### src/sv/nlp_pkg.sv
`default_nettype none
package nlp_pkg;

   localparam int ELEM_LENGTH = 16;   // default sequence capacity
   localparam int QUEUE_AW    = 2;    // queue holds 2**QUEUE_AW words
   localparam int VALUE_W     = 32;
   localparam int INDEX_W     = 4;

   typedef struct packed {
      logic signed [VALUE_W-1:0] value;
      logic                      last;
   } elem_word_type;

   typedef struct packed {
      logic empty;
      logic full;
   } q_stat_type;

endpackage
`default_nettype wire

### src/sv/nlp_front.sv
`default_nettype none
module nlp_front
   import nlp_pkg::*;
(
   input  wire logic                      clock,
   input  wire logic                      reset,
   input  wire logic                      start,
   output logic                           busy,
   input  wire logic signed [VALUE_W-1:0] req_elem_value,
   input  wire logic                      req_elem_last,
   input  wire q_stat_type                q_stat,
   output logic                           q_push,
   output elem_word_type                  q_word
);

   logic          vld_ff, vld_in;
   elem_word_type word_ff;
   logic          accept;

   // staging word drains into the queue whenever the queue has room
   assign q_push = vld_ff && !q_stat.full;
   assign busy   = vld_ff && q_stat.full;
   assign accept = start && !busy;
   assign q_word = word_ff;

   always_comb begin
      vld_in = vld_ff;
      if (accept) begin
         vld_in = 1'b1;
      end else if (q_push) begin
         vld_in = 1'b0;
      end
   end

   always_ff @(posedge clock) begin
      if (reset) begin
         vld_ff <= 1'b0;
      end else begin
         vld_ff <= vld_in;
      end
   end

   always_ff @(posedge clock) begin
      if (accept) begin
         word_ff.value <= req_elem_value;
         word_ff.last  <= req_elem_last;
      end
   end

endmodule
`default_nettype wire

### src/sv/nlp_queue.sv
`default_nettype none
module nlp_queue
   import nlp_pkg::*;
#(
   parameter int QAW = QUEUE_AW
)(
   input  wire logic          clock,
   input  wire logic          reset,
   input  wire logic          push,
   input  wire elem_word_type wdata,
   input  wire logic          pop,
   output elem_word_type      rdata,
   output q_stat_type         stat
);

   localparam int DEPTH = 2 ** QAW;

   elem_word_type    slot_ff [DEPTH];
   logic [QAW-1:0]   wptr_ff, wptr_in;
   logic [QAW-1:0]   rptr_ff, rptr_in;
   logic [QAW:0]     fill_ff, fill_in;
   logic             do_push, do_pop;

   assign stat.empty = (fill_ff == '0);
   assign stat.full  = (fill_ff == (QAW+1)'(DEPTH));
   assign do_push    = push && !stat.full;
   assign do_pop     = pop && !stat.empty;
   assign rdata      = slot_ff[rptr_ff];

   always_comb begin
      wptr_in = wptr_ff;
      rptr_in = rptr_ff;
      fill_in = fill_ff;
      if (do_push) begin
         wptr_in = wptr_ff + 1'b1;
      end
      if (do_pop) begin
         rptr_in = rptr_ff + 1'b1;
      end
      if (do_push && !do_pop) begin
         fill_in = fill_ff + 1'b1;
      end else if (do_pop && !do_push) begin
         fill_in = fill_ff - 1'b1;
      end
   end

   always_ff @(posedge clock) begin
      if (reset) begin
         wptr_ff <= '0;
         rptr_ff <= '0;
         fill_ff <= '0;
      end else begin
         wptr_ff <= wptr_in;
         rptr_ff <= rptr_in;
         fill_ff <= fill_in;
      end
   end

   always_ff @(posedge clock) begin
      if (do_push) begin
         slot_ff[wptr_ff] <= wdata;
      end
   end

endmodule
`default_nettype wire

### src/sv/nlp_back.sv
`default_nettype none
module nlp_back
   import nlp_pkg::*;
#(
   parameter int LENGTH = ELEM_LENGTH
)(
   input  wire logic                 clock,
   input  wire logic                 reset,
   input  wire q_stat_type           q_stat,
   input  wire elem_word_type        q_word,
   output logic                      q_pop,
   output logic                      rsp_strobe,
   output logic signed [VALUE_W-1:0] rsp_out_value,
   output logic [INDEX_W-1:0]        rsp_out_index,
   output logic                      rsp_out_last,
   output logic                      rsp_no_successor,
   output logic                      rsp_overflow
);

   localparam int CW = $clog2(LENGTH + 1);
   localparam int AW = $clog2(LENGTH);

   localparam logic [1:0] ST_LOAD  = 2'd0;
   localparam logic [1:0] ST_SCAN1 = 2'd1;   // pivot search
   localparam logic [1:0] ST_SCAN2 = 2'd2;   // swap partner search
   localparam logic [1:0] ST_EMIT  = 2'd3;

   logic signed [VALUE_W-1:0] mem [LENGTH];

   logic [1:0]                state_ff, state_in;
   logic [CW-1:0]             cnt_ff, cnt_in;
   logic                      ovf_ff, ovf_in;
   logic                      none_ff, none_in;
   logic [AW-1:0]             idx_ff, idx_in;
   logic                      iss_ff, iss_in;
   logic                      rvld_ff, rvld_in;
   logic [AW-1:0]             ridx_ff, ridx_in;
   logic [AW-1:0]             rk_ff, rk_in;
   logic [AW-1:0]             k_ff, k_in;
   logic                      first_ff, first_in;
   logic signed [VALUE_W-1:0] rdata_ff;
   logic signed [VALUE_W-1:0] prev_ff, prev_in;
   logic [AW-1:0]             p_ff, p_in;
   logic signed [VALUE_W-1:0] pval_ff, pval_in;
   logic [AW-1:0]             q_ff, q_in;
   logic signed [VALUE_W-1:0] qval_ff, qval_in;

   logic                      o_vld_ff, o_vld_in;
   logic signed [VALUE_W-1:0] o_value_ff, o_value_in;
   logic [INDEX_W-1:0]        o_index_ff, o_index_in;
   logic                      o_last_ff, o_last_in;
   logic                      o_none_ff, o_none_in;
   logic                      o_ovf_ff, o_ovf_in;

   logic                      wr_en;
   logic [AW-1:0]             raddr;
   logic [AW-1:0]             jmir;
   logic [CW:0]               jsum;
   logic [CW-1:0]             n_new;
   logic [AW-1:0]             last_pos;
   logic [AW+INDEX_W-1:0]     rk_wide;

   // suffix after the pivot is emitted mirrored instead of reversed in place
   assign jsum     = {1'b0, cnt_ff} + (CW+1)'(p_ff) - (CW+1)'(k_ff);
   assign jmir     = AW'(jsum);
   assign raddr    = (state_ff == ST_EMIT) ?
                     ((none_ff || k_ff <= p_ff) ? k_ff : jmir) : idx_ff;
   assign last_pos = AW'(cnt_ff - 1'b1);
   assign rk_wide  = {{INDEX_W{1'b0}}, rk_ff};
   assign n_new    = (cnt_ff < CW'(LENGTH)) ? cnt_ff + 1'b1 : cnt_ff;

   always_comb begin
      state_in   = state_ff;
      cnt_in     = cnt_ff;
      ovf_in     = ovf_ff;
      none_in    = none_ff;
      idx_in     = idx_ff;
      iss_in     = iss_ff;
      rvld_in    = 1'b0;
      ridx_in    = raddr;
      rk_in      = k_ff;
      k_in       = k_ff;
      first_in   = first_ff;
      prev_in    = prev_ff;
      p_in       = p_ff;
      pval_in    = pval_ff;
      q_in       = q_ff;
      qval_in    = qval_ff;
      q_pop      = 1'b0;
      wr_en      = 1'b0;
      o_vld_in   = 1'b0;
      o_value_in = rdata_ff;
      o_index_in = rk_wide[INDEX_W-1:0];
      o_last_in  = (rk_ff == last_pos);
      o_none_in  = none_ff;
      o_ovf_in   = ovf_ff;

      case (state_ff)
         ST_LOAD: begin
            if (!q_stat.empty) begin
               q_pop  = 1'b1;
               cnt_in = n_new;
               if (cnt_ff < CW'(LENGTH)) begin
                  wr_en = 1'b1;
               end else begin
                  ovf_in = 1'b1;
               end
               if (q_word.last) begin
                  iss_in = 1'b1;
                  if (n_new < CW'(2)) begin
                     none_in  = 1'b1;
                     k_in     = '0;
                     state_in = ST_EMIT;
                  end else begin
                     idx_in   = AW'(n_new - 1'b1);
                     first_in = 1'b1;
                     state_in = ST_SCAN1;
                  end
               end
            end
         end
         ST_SCAN1, ST_SCAN2: begin
            rvld_in = iss_ff;
            if (iss_ff) begin
               if (idx_ff == '0) begin
                  iss_in = 1'b0;
               end else begin
                  idx_in = idx_ff - 1'b1;
               end
            end
            if (rvld_ff && state_ff == ST_SCAN1) begin
               if (first_ff) begin
                  prev_in  = rdata_ff;
                  first_in = 1'b0;
               end else if (rdata_ff < prev_ff) begin
                  p_in     = ridx_ff;
                  pval_in  = rdata_ff;
                  idx_in   = last_pos;
                  iss_in   = 1'b1;
                  rvld_in  = 1'b0;
                  state_in = ST_SCAN2;
               end else begin
                  prev_in = rdata_ff;
                  if (ridx_ff == '0) begin
                     none_in  = 1'b1;
                     k_in     = '0;
                     iss_in   = 1'b1;
                     rvld_in  = 1'b0;
                     state_in = ST_EMIT;
                  end
               end
            end else if (rvld_ff && pval_ff < rdata_ff) begin
               // suffix is non-increasing, so the first hit from the right is it
               q_in     = ridx_ff;
               qval_in  = rdata_ff;
               k_in     = '0;
               iss_in   = 1'b1;
               rvld_in  = 1'b0;
               state_in = ST_EMIT;
            end
         end
         ST_EMIT: begin
            rvld_in = iss_ff;
            if (iss_ff) begin
               if (k_ff == last_pos) begin
                  iss_in = 1'b0;
               end else begin
                  k_in = k_ff + 1'b1;
               end
            end
            if (rvld_ff) begin
               o_vld_in = 1'b1;
               if (!none_ff && ridx_ff == p_ff) begin
                  o_value_in = qval_ff;
               end else if (!none_ff && ridx_ff == q_ff) begin
                  o_value_in = pval_ff;
               end
               if (rk_ff == last_pos) begin
                  cnt_in   = '0;
                  ovf_in   = 1'b0;
                  none_in  = 1'b0;
                  state_in = ST_LOAD;
               end
            end
         end
         default: begin
            state_in = ST_LOAD;
         end
      endcase
   end

   always_ff @(posedge clock) begin
      if (reset) begin
         state_ff <= ST_LOAD;
         cnt_ff   <= '0;
         ovf_ff   <= 1'b0;
         none_ff  <= 1'b0;
         iss_ff   <= 1'b0;
         rvld_ff  <= 1'b0;
         first_ff <= 1'b0;
         o_vld_ff <= 1'b0;
      end else begin
         state_ff <= state_in;
         cnt_ff   <= cnt_in;
         ovf_ff   <= ovf_in;
         none_ff  <= none_in;
         iss_ff   <= iss_in;
         rvld_ff  <= rvld_in;
         first_ff <= first_in;
         o_vld_ff <= o_vld_in;
      end
   end

   always_ff @(posedge clock) begin
      idx_ff     <= idx_in;
      ridx_ff    <= ridx_in;
      rk_ff      <= rk_in;
      k_ff       <= k_in;
      prev_ff    <= prev_in;
      p_ff       <= p_in;
      pval_ff    <= pval_in;
      q_ff       <= q_in;
      qval_ff    <= qval_in;
      o_value_ff <= o_value_in;
      o_index_ff <= o_index_in;
      o_last_ff  <= o_last_in;
      o_none_ff  <= o_none_in;
      o_ovf_ff   <= o_ovf_in;
   end

   always_ff @(posedge clock) begin
      if (wr_en) begin
         mem[cnt_ff[AW-1:0]] <= q_word.value;
      end
      rdata_ff <= mem[raddr];
   end

   assign rsp_strobe       = o_vld_ff;
   assign rsp_out_value    = o_value_ff;
   assign rsp_out_index    = o_index_ff;
   assign rsp_out_last     = o_last_ff;
   assign rsp_no_successor = o_none_ff;
   assign rsp_overflow     = o_ovf_ff;

endmodule
`default_nettype wire

### src/sv/next_lexicographic_permutation.sv
// Next lexicographic permutation of a stored sequence.
// Input: one element word per start pulse (start high, busy low at the edge);
// req_elem_last closes the sequence. Up to LENGTH elements are kept, later
// ones are dropped and reported through rsp_overflow.
// Output: after the closing word, the successor sequence comes out as one
// word per cycle on rsp_strobe, index 0 first, rsp_out_last on the final one.
// rsp_no_successor is set on every word when the input was the last
// permutation, which is then returned unchanged.
// Throughput: the input side takes one word per cycle while busy is low, into
// a four-word queue; the sequence engine drains it at one word per cycle, but
// only while loading a sequence. After the closing word leaves the queue, a
// pivot scan and, if a pivot is found, a partner scan run from the right, then
// the output words pass the read and output registers. All scans go through
// the single read port of the element memory. busy is high only while the
// queue and staging word are full.
// The receiver cannot stall: each result word is valid for one cycle only.
// Reset clears the queue, the element count and all strobes; the element
// memory needs no clearing.
`default_nettype none
module next_lexicographic_permutation
   import nlp_pkg::*;
#(
   parameter int LENGTH = ELEM_LENGTH
)(
   input  wire logic                      clock,
   input  wire logic                      reset,
   input  wire logic                      start,
   output logic                           busy,
   input  wire logic signed [VALUE_W-1:0] req_elem_value,
   input  wire logic                      req_elem_last,
   output logic                           rsp_strobe,
   output logic signed [VALUE_W-1:0]      rsp_out_value,
   output logic [INDEX_W-1:0]             rsp_out_index,
   output logic                           rsp_out_last,
   output logic                           rsp_no_successor,
   output logic                           rsp_overflow
);

   q_stat_type    q_stat;
   logic          q_push;
   logic          q_pop;
   elem_word_type q_wdata;
   elem_word_type q_rdata;

   nlp_front u_front (
      .clock          (clock),
      .reset          (reset),
      .start          (start),
      .busy           (busy),
      .req_elem_value (req_elem_value),
      .req_elem_last  (req_elem_last),
      .q_stat         (q_stat),
      .q_push         (q_push),
      .q_word         (q_wdata)
   );

   nlp_queue #(
      .QAW (QUEUE_AW)
   ) u_queue (
      .clock (clock),
      .reset (reset),
      .push  (q_push),
      .wdata (q_wdata),
      .pop   (q_pop),
      .rdata (q_rdata),
      .stat  (q_stat)
   );

   nlp_back #(
      .LENGTH (LENGTH)
   ) u_back (
      .clock            (clock),
      .reset            (reset),
      .q_stat           (q_stat),
      .q_word           (q_rdata),
      .q_pop            (q_pop),
      .rsp_strobe       (rsp_strobe),
      .rsp_out_value    (rsp_out_value),
      .rsp_out_index    (rsp_out_index),
      .rsp_out_last     (rsp_out_last),
      .rsp_no_successor (rsp_no_successor),
      .rsp_overflow     (rsp_overflow)
   );

endmodule
`default_nettype wire

### config.mk
export PLATFORM = sky130hd
export DESIGN_NAME = next_lexicographic_permutation
export DESIGN_NICKNAME = d
export VERILOG_FILES = /design/src/sv/nlp_pkg.sv /design/src/sv/nlp_front.sv /design/src/sv/nlp_queue.sv /design/src/sv/nlp_back.sv /design/src/sv/next_lexicographic_permutation.sv
export SDC_FILE = /design/constraint.sdc
export NUM_CORES = 1
export LEC_CHECK = 0
export BUFFER_PORTS_ARGS = -buffer_cell sky130_fd_sc_hd__buf_2
export CAP_MARGIN = 20
export CORE_MARGIN = 2
export CORE_UTILIZATION = 37
export CTS_CLUSTER_SIZE = 25
export DETAILED_ROUTE_END_ITERATION = 10
export GPL_TIMING_DRIVEN = 0
export PLACE_DENSITY_LB_ADDON = 0.08
export SYNTH_ARGS = -nofsm -noshare
export SYNTH_HDL_FRONTEND = slang
export SYNTH_SLANG_ARGS = --single-unit
### constraint.sdc
create_clock -name clock -period 6.2 [get_ports clock]
set_input_delay 0.31 -clock clock [delete_from_list [all_inputs] [get_ports clock]]
set_output_delay 0.31 -clock clock [all_outputs]
set_load 0.01 [all_outputs]
==> flow_summary.json <==
{
  "place.gp.congestion": 0.8257,
  "wl_um": 82630,
  "mappedNetlistNets": 2183,
  "grt_usage": 0.1735,
  "period_needed_ns": 5.054,
  "seq_power_share": 0.414,
  "dp_hpwl_um": 55870,
  "intPower_mw": 13.25,
  "cp-start-kind": "flop",
  "layout-drive-gt1-share": 0.1595,
  "synth_enable_flop_cells": 789,
  "ir_drop_mv": 0.2245,
  "ios": 77,
  "leakagePower_nw": 14.73,
  "synthFlopType": "edfxtp_1",
  "core_area_um2": 93190,
  "yosys_register_bits": 891,
  "fin_skew_ns": 0.02007,
  "worstSkewPairLatency_ns": 0.65,
  "ys_seq_area_frac": 0.7417,
  "end_kind": "flop",
  "cp_data_arrival_time_ns": 5.51,
  "whs_ns": 0.3519,
  "final_cells": 3644,
  "nFillCells": 8149,
  "crit_required_ns": 6.65,
  "swShare": 0.3210,
  "slew_violations": 0,
  "vias": 18390,
  "tightest_slew_ns": 0.9987,
  "worstSetupPathType": "flop to flop",
  "async_flop_share": 0,
  "slowest_stage": "or4_1",
  "die_y_um": 310.2,
  "rsz0062_at_grt": "false",
  "drc": 0,
  "portBuffers": 76,
  "grt_pass1_wl_um": 122000,
  "cts-root-buf": "clkbuf_16",
  "fp.dieW_um": 310.2,
  "critPathMaxFanout": 10,
  "numCtsBuffers": 98,
  "gr-total-overflow": 0,
  "ys_warn_count": 0,
  "synth_cell_types": 69,
  "rows": 112,
  "finalCritPeriodShare": 0.8152,
  "netSwitchingPower_mw": 6.263,
  "die-area_um2": 96240,
  "crit_chain": "clkbuf_1 -> clkbuf_1 -> inv_1 -> fa_1 -> inv_1 -> ha_1 -> xnor2_1 -> nor3_1 -> o211ai_1 -> o311ai_0 -> nand2_1 -> buf_1 -> o22ai_1 -> or4_1",
  "place_inst": 3425,
  "synthCells": 2057,
  "max_slew_margin": 0.3305,
  "area_growth_syn_to_layout_pct": 18.35,
  "final-hold-violation-count": 0,
  "clkPwrFrac": 0.304,
  "path_clk_slew_ns": 0.06,
  "p_per_area_nw_per_um2": 475.1,
  "start_util": 0.3723,
  "ant_nets": 0,
  "pwr-share-comb": 0.282,
  "hold_class": "flop to flop",
  "drtPass1Iterations": 5,
  "cts_sinks": 891,
  "p_total_mw": 19.51,
  "avgSynthCellArea_um2": 16.87,
  "fin_nets": 2432,
  "cts_buffer_depth": 3,
  "max_stage_delay_ns": 0.67,
  "syn-cell-area_um2": 34700,
  "fmaxAchievable_mhz": 197.9,
  "avgRoutedWirePerCell_um": 22.68,
  "finalSetupViolations": 0,
  "grt_max_degree": 33,
  "htreeDepth": 3,
  "first_iter_violations": 1240,
  "antenna_found_initial": 4,
  "vias_per_cell": 5.047,
  "outcome": "completed",
  "drv_cap": 0,
  "cts_tree": "built",
  "grt_pass1_vias": 18840
}
routing by layer:
| layer | global-route usage | wire [um] |
|---|---|---|
| met1 | 0.2337 | 37490 |
| met2 | 0.2898 | 39750 |
| met3 | 0.02922 | 3723 |
| met4 | 0.04865 | 1674 |
| met5 | 0 | 0 |
worst max-delay path: cells and delay by family, from the launching register on:
kind / cells / cell delay, ns
buffers and inverters: 5 / 1.67
AO/OA/AOI/OAI: 3 / 0.50
adder cells (fa/ha/maj): 2 / 0.86
AND/OR/NAND/NOR: 3 / 1.11
flip-flops: 1 / 0.31
XOR/XNOR: 1 / 0.38
through the flow:
| stage | TNS, ns | area [um^2] | util | setup slack, ns |
|---|---|---|---|---|
| after floorplan | 0 | 34700 | - | 1.564 |
| after global placement | -154.42 | 36650 | 0.3932 | -1.213 |
| after detailed placement | 0 | 37410 | 0.4015 | 1.244 |
| after CTS | 0 | 41060 | 0.4406 | 1.189 |
| after global routing | 0 | 41060 | 0.4406 | 0.9092 |
| final | 0 | 41060 | 0.4407 | 1.146 |
power groups by stage:
stage	clock [mW]	combinational [mW]	sequential (mW)
floorplan	0	3.41	8.12
global placement	0	5.36	8.22
detailed placement	0	5.52	8.22
CTS	6.09	5.56	8.10
global route	6.32	6.00	8.17
finish	5.93	5.50	8.08
flip-flops by register name, summed over array words and instances (netlist names), 5 cells and up, named ones only:
register and flops:
u_back.prev_ff 32, u_back.mem 512, u_front.q_word 33, u_back.cnt_ff 5, u_back.rsp_out_value 32, u_back.pval_ff 32, u_back.qval_ff 32, u_back.rdata_ff 32
u_queue.slot_ff 132
layout by cell type, fill, tap and decap left out, drive strengths merged, types with 74 or more instances in the layout:
cell type,n
nor2,90
inv,95
clkbuf,159
dfxtp,102
ha,86
edfxtp,789
a21oi,74
mux2i,265
o22ai,162
buf,169
final cells by class:
class                      count  area [um^2]  area share
clock inverter                58        650.6     0.01584
buffer                        89        451.7     0.01100
clock buffer                 125         2646     0.06444
inverter                      93        349.1    0.008501
tap                         1254         1569     0.03821
antenna                        1        2.502  0.00006094
multi-input combinational    984         8298      0.2021
sequential                   891        25730      0.6267
timing repair buffer         149         1363     0.03318
cell usage after synthesis, drive strengths merged, types with 34 or more instances:
cell	instances	area (um^2)
a21oi	74	370.4
clkbuf	34	127.6
mux2i	265	2653
buf	55	324.1
edfxtp	789	23690
nand2	37	138.9
nor2	90	337.8
inv	93	349.1
ha	86	1076
dfxtp	102	2042
or4	34	255.2
o22ai	162	1013
repair_timing:
action	CTS	global route
hold buffers	35	0
resized for setup	0	0
buffers inserted	0	0
hold endpoints to repair	36	0
final timing paths:
kind | depth (start not counted) | from | endpoint | slack, ns
hold reg to reg | 0 | u_back.o_ovf_in$_SDFFE_PP0P_ | u_back.rsp_overflow$_DFF_P_ | 0.35
setup reg to reg | 14 | u_back.cnt_ff[2]$_SDFFE_PP0P_ | u_back.rdata_ff[14]$_DFF_P_ | 1.15
setup / recovery | 14 | u_back.cnt_ff[2]$_SDFFE_PP0P_ | u_back.rdata_ff[14]$_DFF_P_ | 1.15
hold / removal | 0 | u_back.o_ovf_in$_SDFFE_PP0P_ | u_back.rsp_overflow$_DFF_P_ | 0.35
logic make-up after synthesis:
family,after synthesis,synth area share
xor+xnor,34,0.008979
simple gates,251,0.03678
mux,302,0.09917
fa+ha+maj,90,0.03332
buf+inv,182,0.02308
compound gates,307,0.05698
flops,891,0.7417
Power figures use the tool's default switching activity.
